$ cat src/rtl/swefd_pkg.sv
// shared types and constants for the single-wire edge frame decoder
// no dependencies

package swefd_pkg;

   localparam int REQ_DW     = 40;
   localparam int CSR_AW     = 5;
   localparam int CSR_DW     = 32;
   localparam int CFG_W      = 8;
   localparam int TIME_W     = 32;
   localparam int RSP_UW     = 4;

   typedef enum logic [2:0] {
      PH_WAIT      = 3'd0,
      PH_RESP_LOW  = 3'd1,
      PH_RESP_HIGH = 3'd2,
      PH_DATA      = 3'd3,
      PH_GAP       = 3'd4,
      PH_ERROR     = 3'd5
   } phase_type;

   typedef enum logic [2:0] {
      REG_RESP_LOW_MIN  = 3'd0,
      REG_RESP_HIGH_MIN = 3'd1,
      REG_RESP_MAX      = 3'd2,
      REG_BIT0_MIN      = 3'd3,
      REG_BIT_SPLIT     = 3'd4,
      REG_BIT1_MAX      = 3'd5,
      REG_GAP_MIN       = 3'd6,
      REG_GAP_MAX       = 3'd7
   } reg_index_type;

   typedef struct packed {
      logic [CFG_W-1:0] resp_low_min_us;
      logic [CFG_W-1:0] resp_high_min_us;
      logic [CFG_W-1:0] resp_max_us;
      logic [CFG_W-1:0] bit0_min_us;
      logic [CFG_W-1:0] bit_split_us;
      logic [CFG_W-1:0] bit1_max_us;
      logic [CFG_W-1:0] gap_min_us;
      logic [CFG_W-1:0] gap_max_us;
   } cfg_type;

   localparam cfg_type CFG_RESET = '{
      resp_low_min_us:  8'd65,
      resp_high_min_us: 8'd70,
      resp_max_us:      8'd90,
      bit0_min_us:      8'd20,
      bit_split_us:     8'd30,
      bit1_max_us:      8'd80,
      gap_min_us:       8'd20,
      gap_max_us:       8'd60
   };

endpackage

$ cat src/rtl/swefd_csr.sv
// configuration register bank with apb-style access
// depends on swefd_pkg

module swefd_csr (
   input  logic                        clock,
   input  logic                        reset,
   input  logic                        csr_psel,
   input  logic                        csr_penable,
   input  logic                        csr_pwrite,
   input  logic [swefd_pkg::CSR_AW-1:0] csr_paddr,
   input  logic [swefd_pkg::CSR_DW-1:0] csr_pwdata,
   output logic [swefd_pkg::CSR_DW-1:0] csr_prdata,
   output logic                        csr_pready,
   output swefd_pkg::cfg_type          cfg_o
);
   import swefd_pkg::*;

   cfg_type       cfg_ff;
   cfg_type       cfg_in;
   reg_index_type index;
   logic          wr_en;
   logic [CFG_W-1:0] wdata;
   logic [CFG_W-1:0] rdata;

   assign index      = reg_index_type'(csr_paddr[CSR_AW-1:2]);
   assign csr_pready = 1'b1;
   assign wr_en      = csr_psel && csr_penable && csr_pwrite && csr_pready;
   assign wdata      = csr_pwdata[CFG_W-1:0];

   always_comb begin
      cfg_in = cfg_ff;
      if (wr_en) begin
         unique case (index)
            REG_RESP_LOW_MIN:  cfg_in.resp_low_min_us  = wdata;
            REG_RESP_HIGH_MIN: cfg_in.resp_high_min_us = wdata;
            REG_RESP_MAX:      cfg_in.resp_max_us      = wdata;
            REG_BIT0_MIN:      cfg_in.bit0_min_us      = wdata;
            REG_BIT_SPLIT:     cfg_in.bit_split_us     = wdata;
            REG_BIT1_MAX:      cfg_in.bit1_max_us      = wdata;
            REG_GAP_MIN:       cfg_in.gap_min_us       = wdata;
            REG_GAP_MAX:       cfg_in.gap_max_us       = wdata;
            default:           cfg_in = cfg_ff;
         endcase
      end
   end

   always_comb begin
      unique case (index)
         REG_RESP_LOW_MIN:  rdata = cfg_ff.resp_low_min_us;
         REG_RESP_HIGH_MIN: rdata = cfg_ff.resp_high_min_us;
         REG_RESP_MAX:      rdata = cfg_ff.resp_max_us;
         REG_BIT0_MIN:      rdata = cfg_ff.bit0_min_us;
         REG_BIT_SPLIT:     rdata = cfg_ff.bit_split_us;
         REG_BIT1_MAX:      rdata = cfg_ff.bit1_max_us;
         REG_GAP_MIN:       rdata = cfg_ff.gap_min_us;
         REG_GAP_MAX:       rdata = cfg_ff.gap_max_us;
         default:           rdata = '0;
      endcase
   end

   assign csr_prdata = CSR_DW'(rdata);
   assign cfg_o      = cfg_ff;

   always_ff @(posedge clock) begin
      if (reset) begin
         cfg_ff <= CFG_RESET;
      end else begin
         cfg_ff <= cfg_in;
      end
   end

endmodule

$ cat src/rtl/swefd_core.sv
// decoder state machine, edge timing checks and frame shift register
// depends on swefd_pkg

module swefd_core #(
   parameter int FRAME_BITS = 40,
   localparam int CNT_W = $clog2(FRAME_BITS + 1)
) (
   input  logic                          clock,
   input  logic                          reset,
   input  logic                          step_i,
   input  logic                          level_i,
   input  logic [swefd_pkg::TIME_W-1:0]  time_i,
   input  swefd_pkg::cfg_type            cfg_i,
   output swefd_pkg::phase_type          phase_o,
   output logic                          done_o,
   output logic [CNT_W-1:0]              count_o,
   output logic [FRAME_BITS-1:0]         frame_o
);
   import swefd_pkg::*;

   phase_type             phase_ff, phase_in;
   logic [TIME_W-1:0]     last_ff, last_in;
   logic [CNT_W-1:0]      count_ff, count_in;
   logic [FRAME_BITS-1:0] frame_ff, frame_in;
   logic [TIME_W-1:0]     dt;
   logic [CNT_W-1:0]      count_inc;
   logic                  done;
   logic                  resp_low_ok, resp_high_ok, gap_ok, bit_zero, bit_one;

   function automatic logic in_window(logic [TIME_W-1:0] t, logic [CFG_W-1:0] lo,
                                      logic [CFG_W-1:0] hi);
      return (t >= TIME_W'(lo)) && (t <= TIME_W'(hi));
   endfunction

   assign dt           = time_i - last_ff;
   assign count_inc    = count_ff + 1'b1;
   assign resp_low_ok  = in_window(dt, cfg_i.resp_low_min_us, cfg_i.resp_max_us);
   assign resp_high_ok = in_window(dt, cfg_i.resp_high_min_us, cfg_i.resp_max_us);
   assign gap_ok       = in_window(dt, cfg_i.gap_min_us, cfg_i.gap_max_us);
   assign bit_zero     = in_window(dt, cfg_i.bit0_min_us, cfg_i.bit_split_us);
   assign bit_one      = (dt > TIME_W'(cfg_i.bit_split_us)) &&
                         (dt <= TIME_W'(cfg_i.bit1_max_us));

   always_comb begin
      phase_in = phase_ff;
      last_in  = last_ff;
      count_in = count_ff;
      frame_in = frame_ff;
      done     = 1'b0;
      if (step_i) begin
         unique case (phase_ff)
            PH_WAIT: begin
               if (level_i) begin
                  phase_in = PH_ERROR;
               end else begin
                  count_in = '0;
                  frame_in = '0;
                  last_in  = time_i;
                  phase_in = PH_RESP_LOW;
               end
            end
            PH_RESP_LOW: begin
               if (level_i && resp_low_ok) begin
                  last_in  = time_i;
                  phase_in = PH_RESP_HIGH;
               end else begin
                  phase_in = PH_ERROR;
               end
            end
            PH_RESP_HIGH: begin
               if (!level_i && resp_high_ok) begin
                  last_in  = time_i;
                  phase_in = PH_DATA;
               end else begin
                  phase_in = PH_ERROR;
               end
            end
            PH_DATA: begin
               if (!level_i || !(bit_zero || bit_one)) begin
                  phase_in = PH_ERROR;
               end else begin
                  // zero takes priority on the split boundary
                  frame_in = {frame_ff[FRAME_BITS-2:0], !bit_zero};
                  count_in = count_inc;
                  last_in  = time_i;
                  if (count_inc == CNT_W'(FRAME_BITS)) begin
                     phase_in = PH_WAIT;
                     done     = 1'b1;
                  end else begin
                     phase_in = PH_GAP;
                  end
               end
            end
            PH_GAP: begin
               if (!level_i && gap_ok) begin
                  last_in  = time_i;
                  phase_in = PH_DATA;
               end else begin
                  phase_in = PH_ERROR;
               end
            end
            default: phase_in = PH_ERROR;
         endcase
      end
   end

   always_ff @(posedge clock) begin
      if (reset) begin
         phase_ff <= PH_WAIT;
         last_ff  <= '0;
         count_ff <= '0;
         frame_ff <= '0;
      end else begin
         phase_ff <= phase_in;
         last_ff  <= last_in;
         count_ff <= count_in;
         frame_ff <= frame_in;
      end
   end

   assign phase_o = phase_in;
   assign done_o  = done;
   assign count_o = count_in;
   assign frame_o = frame_in;

endmodule

$ cat src/rtl/single_wire_edge_frame_decoder.sv
// top level of the single-wire edge frame decoder
// depends on swefd_pkg, swefd_csr and swefd_core
// usage
//   req channel: one request per line edge; req_tdata holds the new line level
//   and the microsecond timestamp of the edge. rsp channel: exactly one result
//   per request, in order, showing the decoder state after that edge. rsp_tlast
//   marks the edge that completed the last bit of a frame; rsp_tuser carries
//   the phase and the error flag, rsp_tdata the bit count and the frame bits.
//   csr port: eight 8-bit timing windows at byte addresses 0, 4, ... 28, to be
//   written only while no request is in flight.
// pipeline and throughput
//   a request goes into an input register and, once the result register is
//   free, is decoded from there into the result register. one request per
//   cycle is sustained while rsp_tready stays high; the step is one subtract
//   and a few compares.
// reset: synchronous; clears both channel valid flags, the decoder to the wait
//   phase with empty frame, and the windows to their defaults.
// stall: a held result keeps its value; the input register keeps taking
//   requests until it too is full, then req_tready drops.

module single_wire_edge_frame_decoder #(
   parameter int FRAME_BITS = 40,
   localparam int CNT_W  = $clog2(FRAME_BITS + 1),
   localparam int RSP_DW = ((CNT_W + FRAME_BITS + 7) / 8) * 8
) (
   input  logic                          clock,
   input  logic                          reset,
   input  logic                          req_tvalid,
   output logic                          req_tready,
   input  logic [swefd_pkg::REQ_DW-1:0]  req_tdata,   // line_level, time_us
   output logic                          rsp_tvalid,
   input  logic                          rsp_tready,
   output logic [RSP_DW-1:0]             rsp_tdata,   // bits_received, frame_bits
   output logic [swefd_pkg::RSP_UW-1:0]  rsp_tuser,   // phase, error_flag
   output logic                          rsp_tlast,
   input  logic                          csr_psel,
   input  logic                          csr_penable,
   input  logic                          csr_pwrite,
   input  logic [swefd_pkg::CSR_AW-1:0]  csr_paddr,
   input  logic [swefd_pkg::CSR_DW-1:0]  csr_pwdata,
   output logic [swefd_pkg::CSR_DW-1:0]  csr_prdata,
   output logic                          csr_pready
);
   import swefd_pkg::*;

   cfg_type               cfg;
   logic                  in_valid_ff, in_valid_in;
   logic                  in_level_ff;
   logic [TIME_W-1:0]     in_time_ff;
   logic                  out_valid_ff, out_valid_in;
   phase_type             out_phase_ff;
   logic                  out_done_ff;
   logic [CNT_W-1:0]      out_count_ff;
   logic [FRAME_BITS-1:0] out_frame_ff;
   logic                  out_free, step, req_take;
   phase_type             core_phase;
   logic                  core_done;
   logic [CNT_W-1:0]      core_count;
   logic [FRAME_BITS-1:0] core_frame;

   swefd_csr u_csr (
      .clock       (clock),
      .reset       (reset),
      .csr_psel    (csr_psel),
      .csr_penable (csr_penable),
      .csr_pwrite  (csr_pwrite),
      .csr_paddr   (csr_paddr),
      .csr_pwdata  (csr_pwdata),
      .csr_prdata  (csr_prdata),
      .csr_pready  (csr_pready),
      .cfg_o       (cfg)
   );

   swefd_core #(.FRAME_BITS(FRAME_BITS)) u_core (
      .clock   (clock),
      .reset   (reset),
      .step_i  (step),
      .level_i (in_level_ff),
      .time_i  (in_time_ff),
      .cfg_i   (cfg),
      .phase_o (core_phase),
      .done_o  (core_done),
      .count_o (core_count),
      .frame_o (core_frame)
   );

   assign out_free     = !out_valid_ff || rsp_tready;
   assign step         = in_valid_ff && out_free;
   assign req_tready   = !in_valid_ff || out_free;
   assign req_take     = req_tvalid && req_tready;
   assign in_valid_in  = req_take || (in_valid_ff && !out_free);
   assign out_valid_in = step || (out_valid_ff && !rsp_tready);

   always_ff @(posedge clock) begin
      if (reset) begin
         in_valid_ff  <= 1'b0;
         out_valid_ff <= 1'b0;
      end else begin
         in_valid_ff  <= in_valid_in;
         out_valid_ff <= out_valid_in;
      end
   end

   always_ff @(posedge clock) begin
      if (req_take) begin
         in_level_ff <= req_tdata[0];
         in_time_ff  <= req_tdata[TIME_W:1];
      end
      if (step) begin
         out_phase_ff <= core_phase;
         out_done_ff  <= core_done;
         out_count_ff <= core_count;
         out_frame_ff <= core_frame;
      end
   end

   assign rsp_tvalid = out_valid_ff;
   assign rsp_tdata  = RSP_DW'({out_frame_ff, out_count_ff});
   assign rsp_tuser  = {out_phase_ff == PH_ERROR, out_phase_ff};
   assign rsp_tlast  = out_done_ff;

endmodule

$ cat config.mk
export PLATFORM = sky130hd
export DESIGN_NAME = single_wire_edge_frame_decoder
export DESIGN_NICKNAME = d
export VERILOG_FILES = /design/src/rtl/swefd_pkg.sv /design/src/rtl/swefd_csr.sv /design/src/rtl/swefd_core.sv /design/src/rtl/single_wire_edge_frame_decoder.sv
export SDC_FILE = /design/constraint.sdc
export NUM_CORES = 1
export LEC_CHECK = 0
export BUFFER_PORTS_ARGS = -buffer_cell sky130_fd_sc_hd__clkbuf_2
export CELL_PAD_IN_SITES_DETAIL_PLACEMENT = 2
export CELL_PAD_IN_SITES_GLOBAL_PLACEMENT = 2
export CORE_MARGIN = 2
export CORE_UTILIZATION = 33
export CTS_BUF_LIST = sky130_fd_sc_hd__clkbuf_16
export CTS_CLUSTER_DIAMETER = 100
export CTS_CLUSTER_SIZE = 8
export DETAILED_ROUTE_END_ITERATION = 12
export PLACE_DENSITY = 0.83
export SLEW_MARGIN = 20
export SYNTH_ARGS = -nofsm -noshare
export SYNTH_HDL_FRONTEND = slang
export SYNTH_SLANG_ARGS = --single-unit
$ cat constraint.sdc
create_clock -name clock -period 4.1 [get_ports clock]
set_input_delay 0.615 -clock clock [delete_from_list [all_inputs] [get_ports clock]]
set_output_delay 0.615 -clock clock [all_outputs]
set_load 0.01 [all_outputs]
==> out/results.md, run 1 <==
* kind of start point of the critical path: register
* final routed wire length divided by cell count: 23.73 um
* placeable core region: 0.04176 mm^2
* class of the tightest hold or removal check: input port to register
* maximum fanout encountered on the critical timing path: 9
* hold bufs inserted after CTS: 0
* Worst Slack Setup Final: -287.6 ps
* Synth Cell Area: 0.01392 mm^2
* total routed wirelength: 52,810 um
* internal power: 5544 uW
* period utilization: 107.0%
* antenna violations before repair: 0
* CTS tree: built
* CTS Root Buffer Type: sky130_fd_sc_hd__clkbuf_16
* share of total power in combinational logic: 41.7%
* count of buffers from port buffering: 111
* minimum setup slack among reg-to-reg paths: -290 ps
* worst-margin pin slew: 996.6 ps
* switching power summed over all nets: 3354 uW
* Post-Synth XOR/XNOR Area: 1.132%
* maximum resistive drop on vdd: 0.2880 mV
* highest cell delay on the worst timing path: 400 ps
* power density of the placed cells: 512.8 mW/mm^2
* Die Wd: 209.4 um
* unrepaired setup endpoints after global routing: yes
* I/O pin count: 172
* maximum achievable frequency: 0.2279 GHz
* kind of cell adding the most delay to the critical path: compound AO/OA/AOI/OAI gates
* design area: 0.01735 mm^2
* cell count after synthesis: 1,507
* Async S/R FF share, synth: 0%
* ordered cell list for the critical path: inv_2 > ha_4 > fa_2 > nand2b_4 > a21oi_4 > nor2_4 > xnor2_4 > buf_12 > ha_4 > a21o_1 > a21o_1 > nor2_2 > a21oi_4 > or3_1 > a41o_1 > or2_4 > buf_12 > a221oi_4 > o41ai_1
* Synth warnings: 0
* proportion of synthesized chip area in sequential cells: 39.04%
* area growth from synthesis to layout: 24.62%
* max-slew violation count: 0
* share of the synthesized area in the top cell type: 21.14%
* switching share of power: 37.69%
* Critical Path RT: 4480 ps
* adder-cell share of the synthesized area: 8.771%
* die boundary height: 209.4 um
* final setup fails: 122
* DP Wirelength: 33,300 um
* clock latency of the later-clocked register in the worst-skew pair: 560 ps
* share of synthesized area spent on multiplexers: 4.556%
* number of routed nets with antenna violations: 0
* max_cap viols: 0
* CTS Sinks: 230
* complex-gate fraction of the synthesized area: 23.93%
* clock period minus final worst setup slack: 4388 ps
* remaining design rule violation count: 0
* Detailed Route Iter0 Violations: 523
* worst hold path depth: 1
* worst r2r path cells: 19
* Longest Clk Path Bufs: 3
* library cell with the highest instance count after synthesis: sky130_fd_sc_hd__nor2_1
* fraction of layout cells with a size suffix above 1: 22.06%
* final layout net count: 1,846
* initial core utilization: 33.34%
* cell at the slowest stage of the critical path: sky130_fd_sc_hd__or3_1
* tightest slew margin relative to the limit: 33.56%
* global-route usage over all layers: 23.00%
* top cells by instance count after synthesis: sky130_fd_sc_hd__nor2_1, sky130_fd_sc_hd__dfxtp_1, sky130_fd_sc_hd__nand2_1
* simple-gate area share of the yosys netlist: 14.86%
* dominant combinational cell family by area after synthesis: compound AO/OA/AOI/OAI gates
* dominant register cell in the synthesized netlist: sky130_fd_sc_hd__dfxtp_1
* final worst clock skew: 32.31 ps
* total vias in the final route: 12,750
* final global-route overflow total: 0
* Placed Area: 0.01520 mm^2
* synthesis-stage register bit count: 230
* capturing element type of the critical path: register
* worst setup path category: register to register
* final hold viol count: 0
* # diodes: 0
* share of power burned in registers: 28.7%
* Inserted Clock Buffers: 34
* routed via count divided by cell count: 5.729
* critical path depth in cells: 19
* critical path arrival: 4770 ps
* Leakage Power: 0.006944 uW
* Clock power frac: 29.6%
* number of buffers and inverters on the critical path: 3
* GPL Wtd Cong: 0.8641
* Worst-path clk slew: 60 ps
* Avg Cell Area, Syn: 9.238 um^2
* largest area contributor in the synthesized netlist: sky130_fd_sc_hd__dfxtp_1
* leading cell types by total area after synthesis: sky130_fd_sc_hd__dfxtp_1, sky130_fd_sc_hd__edfxtp_1, sky130_fd_sc_hd__ha_1, sky130_fd_sc_hd__a22o_1, sky130_fd_sc_hd__nor2_1
* run status: finished with violations
* die area: 0.04385 mm^2
* global-route wire length before repair: 79,280 um
* DR pass1 iterations: 5
* largest net degree at the start of global routing: 85
* standard-cell row count: 75
* # placed instances: 2,129
* Synth cell types: 89
* number of flops mapped to enable cells by yosys: 83
* vias in the first global route: 13,970
* violated checks: negative setup slack
* Cell Count, Final, Fillers Out: 2,225
* Max H-tree Level: 2
## layer usage
layer | part of all wire (%) | vias up | wire [um] | GRT usage [%]
met2 | 50 | 295 | 26480 | 40.85
met4 | 4.6 | 0 | 2410 | 11.03
met1 | 42 | 6453 | 22050 | 27.11
met5 | 0 | - | 0 | 0
li1 | - | 5855 | - | -
met3 | 3.6 | 143 | 1879 | 3.576
## state kept, by name (all words and copies together), names as in the netlist
name,count
in_time_ff,32
u_core.phase_ff,3
u_core.count_ff,6
rsp_tvalid,1
out_count_ff,6
out_phase_ff,3
u_core.frame_ff,40
out_frame_ff,40
u_csr.cfg_o,64
rsp_tlast,1
in_valid_ff,1
in_level_ff,1
u_core.last_ff,32
## power groups by stage
stage	clock network (uW)	registers, uW	logic (uW)
after floorplan	0	2590	2030
after global placement	0	2590	2900
after detailed placement	0	2600	3080
after CTS	2710	2550	3430
after global routing	2800	2570	4010
final	2630	2560	3710
## kinds of logic after synthesis
group | Yosys count
simple gates | 442
compound gates | 438
flops | 230
buf+inv | 223
fa+ha+maj | 97
mux | 57
xor+xnor | 18
other cells | 2
## placed cells by master (no fill, tap or decap), types with 12 or more instances in the layout
| cell | count |
|---|---|
| sky130_fd_sc_hd__dfxtp_1 | 147 |
| sky130_fd_sc_hd__nand2_1 | 113 |
| sky130_fd_sc_hd__clkbuf_16 | 45 |
| sky130_fd_sc_hd__a21oi_2 | 15 |
| sky130_fd_sc_hd__o41ai_1 | 31 |
| sky130_fd_sc_hd__conb_1 | 27 |
| sky130_fd_sc_hd__nand3_1 | 16 |
| sky130_fd_sc_hd__buf_4 | 73 |
| sky130_fd_sc_hd__o21ai_0 | 32 |
| sky130_fd_sc_hd__o211ai_1 | 27 |
| sky130_fd_sc_hd__nor2b_1 | 12 |
| sky130_fd_sc_hd__o21ai_1 | 13 |
| sky130_fd_sc_hd__ha_1 | 91 |
| sky130_fd_sc_hd__a21oi_1 | 49 |
| sky130_fd_sc_hd__a221oi_2 | 27 |
| sky130_fd_sc_hd__inv_1 | 119 |
| sky130_fd_sc_hd__o21a_1 | 21 |
| sky130_fd_sc_hd__nor2_1 | 157 |
| sky130_fd_sc_hd__clkbuf_2 | 110 |
| sky130_fd_sc_hd__a21o_1 | 31 |
| sky130_fd_sc_hd__nor3_1 | 47 |
| sky130_fd_sc_hd__a22o_1 | 87 |
| sky130_fd_sc_hd__mux2i_1 | 51 |
| sky130_fd_sc_hd__nand2b_1 | 17 |
| sky130_fd_sc_hd__edfxtp_1 | 83 |
| sky130_fd_sc_hd__nand4_1 | 19 |
## final cells by class
cell class                 instances  area [um^2]
sequential                       230         5435
multi-input combinational       1079         8055
clock buffer                      34        850.8
clock inverter                    23        137.6
inverter                         103        386.6
timing repair buffer             217         1810
tap                              539        674.4
fill                            4454        24410
## path summary, 6_finish.rpt
kind                startpoint                 end
max reg2reg      in_time_ff[0]  u_core.last_ff[16]
max              in_time_ff[0]  u_core.last_ff[16]
min reg2reg  u_core.last_ff[6]   u_core.last_ff[6]
min              req_tdata[13]      in_time_ff[12]
## per-stage QoR
| step | worst slack (ps) | TNS, ps | hold WS [ps] | power (uW) | utilization, % |
|---|---|---|---|---|---|
| floorplan | -28.33 | -820.4 | 449.8 | 4621 | - |
| global placement | -250.1 | -23400 | 462.4 | 5489 | 36.39 |
| detailed placement | -494.7 | -45610 | 479.9 | 5674 | 36.39 |
| CTS | -134.8 | -3943 | 196.5 | 8689 | 40.12 |
| global route | -424.8 | -40160 | 219.8 | 9380 | 41.55 |
| finish | -287.6 | -23470 | 227.2 | 8897 | 41.55 |
## timing repair
action | 4_1_cts | 5_1_grt
resized for setup | 63 | 51
cloned | 5 | 13
endpoints found under the setup margin | 124 | 128
pin swaps | 69 | 56
setup buffers | 15 | 13
Note: power is estimated with default switching activity, not from simulation.
==> run 2, diff against run 1 <==
CORE_UTILIZATION = 37   (was 33)
PLACE_DENSITY = 0.87   (was 0.83)
clock period = 4.5 ns   (was 4.1 ns; I/O delays follow)
==> run 2 against run 1 <==
  * The run now ends clean
  * Highest routed layer unchanged
  * Critical path depth increased by 1
  * Non-clock buffer count decreased by 58
  * First-iteration DRC count decreased by 13%
  * Setup slack improved by 420 ps
  * Flip-flop and latch count unchanged
  * Cell area decreased by 5.9%
  * Critical path type unchanged
  * Power decreased by 13%
  * Register-to-register slack improved by 420 ps
  * Largest power group unchanged
  * Final cell count decreased by 3.8%
==> out/results.md, run 2 (synthesis results as in run 1) <==
* run status: finished, final reports clean
* worst hold path depth: 1, unchanged
* die area: 0.03919 mm^2, -11%
* number of routed nets with antenna violations: 0, unchanged
* vias in the first global route: 13,630, -2.4%
* # placed instances: 2,075, -2.5%
* filler cell count in the final layout: 4,002, -10%
* hold-critical path endpoint: in_time_ff[9]
* die boundary height: 198.0 um, -5.5%
* most common cell after layout, fill and taps aside: sky130_fd_sc_hd__nor2_1
* global-route wire length before repair: 75,820 um, -4.4%
* switching power summed over all nets: 2918 uW, -13%
* ordered cell list for the critical path: inv_1 > ha_2 > fa_2 > nand2b_4 > a21oi_4 > nor2_1 > xnor2_2 > buf_12 > ha_1 > a21o_1 > a21oi_2 > o2111a_1 > o32ai_2 > o31a_1 > nand3b_1 > a41o_1 > or2_4 > buf_12 > a221oi_4 > o41ai_2
* final worst clock skew: 14.38 ps, -17.93 ps
* final setup fails: 0, -100%
* kind of cell adding the most delay to the critical path: compound AO/OA/AOI/OAI gates
* Detailed Route Iter0 Violations: 455, -13%
* fraction of layout cells with a size suffix above 1: 17.07%, -5.0 points
* CTS Root Buffer Type: sky130_fd_sc_hd__clkbuf_16
* period utilization: 97.13%, -9.9 points
* CP Launch Point: in_time_ff[0]
* clock period minus final worst setup slack: 4371 ps, -16.71 ps
* remaining design rule violation count: 0, unchanged
* largest net degree at the start of global routing: 72, -15%
* global-route usage over all layers: 24.46%, +1.5 points
* switching share of power: 37.51%, -0.18 points
* Worst-path clk slew: 60 ps, about the same
* count of buffers from port buffering: 111, unchanged
* Worst Hold Margin: 318.9 ps, +91.64 ps
* routed via count divided by cell count: 5.803, +1.3%
* launch instance of the worst register-to-register path: in_time_ff[0]
* # diodes: 0, unchanged
* initial core utilization: 37.23%, +3.9 points
* critical path arrival: 4770 ps, about the same
* highest cell delay on the worst timing path: 400 ps, about the same
* CTS tree: built
* hold wc startpoint: req_tdata[10]
* final layout net count: 1,788, -3.1%
* number of buffers and inverters on the critical path: 3, unchanged
* Worst Slack Setup Final: 129.1 ps, +416.7 ps
* Leakage Power: 0.006514 uW, -6.2%
* most common cell type on the critical path: sky130_fd_sc_hd__buf_12
* antenna violations before repair: 0, unchanged
* max_cap viols: 0, unchanged
* minimum setup slack among reg-to-reg paths: 130 ps, +420 ps
* cell at the slowest stage of the critical path: sky130_fd_sc_hd__fa_2
* final hold viol count: 0, unchanged
* Critical Path RT: 4900 ps, +420 ps
* capturing element type of the critical path: register
* placeable core region: 0.03740 mm^2, -10%
* share of power burned in registers: 29.9%, +1.2 points
* clock latency of the later-clocked register in the worst-skew pair: 530 ps, -30 ps
* class of the tightest hold or removal check: input port to register
* max FFs per register: 64, unchanged
* design area: 0.01633 mm^2, -5.9%
* most frequent cells in the layout: sky130_fd_sc_hd__nor2_1, sky130_fd_sc_hd__dfxtp_1, sky130_fd_sc_hd__inv_1
* Inserted Clock Buffers: 34, unchanged
* share of total power in combinational logic: 39.2%, -2.5 points
* Die Wd: 198.0 um, -5.5%
* maximum fanout encountered on the critical timing path: 17, +8
* internal power: 4861 uW, -12%
* worst r2r path cells: 20, +1
* total routed wirelength: 48,330 um, -8.5%
* max-slew violation count: 0, unchanged
* DP Wirelength: 33,150 um, -0.45%
* DR pass1 iterations: 5, unchanged
* post-placement worst setup slack: -258.9 ps, +235.7 ps
* final routed wire length divided by cell count: 22.59 um, -4.8%
* Placed Area: 0.01496 mm^2, -1.6%
* I/O pin count: 172, unchanged
* worst setup path category: register to register
* area growth from synthesis to layout: 17.33%
* total vias in the final route: 12,420, -2.6%
* Cell Count, Final, Fillers Out: 2,140, -3.8%
* maximum resistive drop on vdd: 0.2870 mV, -0.36%
* CTS Sinks: 230, unchanged
* Max H-tree Level: 2, unchanged
* final global-route overflow total: 0, unchanged
* worst-margin pin slew: 1058 ps, +61.57 ps
* kind of start point of the critical path: register
* hold bufs inserted after CTS: 0, unchanged
* Clock power frac: 30.9%, +1.3 points
* power density of the placed cells: 476.3 mW/mm^2, -7.1%
* RR Endpoint: u_core.last_ff[23]
* maximum achievable frequency: 0.2288 GHz, +0.38%
* Longest Clk Path Bufs: 3, unchanged
* tightest slew margin relative to the limit: 29.20%, -4.4 points
* GPL Wtd Cong: 0.9064, +4.9%
* standard-cell row count: 71, -5.3%
[run 2: area by class of cell]
cell class / count / area, um^2 / share of cell area, %
clock buffer: 34 / 850.8 / 5.209
clock inverter: 24 / 141.4 / 0.8656
inverter: 103 / 390.4 / 2.390
multi-input combinational: 1079 / 7834 / 47.96
sequential: 230 / 5435 / 33.27
tap: 511 / 639.4 / 3.914
timing repair buffer: 159 / 1044 / 6.388
[run 2: worst max path at each step]
stage / end / slack (ps) / depth (start not counted)
2_1_floorplan: u_core.last_ff[22] / 60 / 20
3_3_place_gp: u_core.last_ff[1] / 40 / 19
3_5_place_dp: u_core.last_ff[23] / -260 / 20
4_1_cts: u_core.last_ff[6] / 6 / 20
5_1_grt: u_core.last_ff[5] / -20 / 19
6_report: u_core.last_ff[23] / 130 / 20
[run 2: per-layer routing]
metal / global-route usage (%) / up-vias / wire length, um / part of all wire, %
met5: 0 / - / 0 / 0
met4: 6.683 / 0 / 1152 / 2.4
met3: 3.407 / 86 / 1597 / 3.3
met2: 44.95 / 244 / 24890 / 52
met1: 29.73 / 6351 / 20690 / 43
li1: - / 5737 / - / -
[run 2: per-stage QoR]
stage / power (uW) / utilization [%] / setup TNS, ps
final: 7779 / 43.68 / 0
after global routing: 8201 / 43.68 / -97.69
after CTS: 7628 / 42.79 / 0
after detailed placement: 5122 / 40.00 / -7644
after global placement: 4929 / 40.00 / 0
after floorplan: 4179 / - / 0
[run 2: timing repair]
item	in CTS	in global routing
setup endpoints to repair	118	122
setup buffers	0	7
resized for setup	13	47
hold endpoints to repair	0	0
pin swaps	1	10
[run 2: power groups by stage]
| stage | Clock (uW) | Combinational [uW] | Sequential [uW] |
|---|---|---|---|
| 2_1_floorplan | 0 | 1820 | 2360 |
| 3_3_place_gp | 0 | 2570 | 2360 |
| 3_5_place_dp | 0 | 2750 | 2370 |
| 4_1_cts | 2460 | 2840 | 2330 |
| 5_1_grt | 2560 | 3310 | 2340 |
| 6_report | 2400 | 3050 | 2330 |
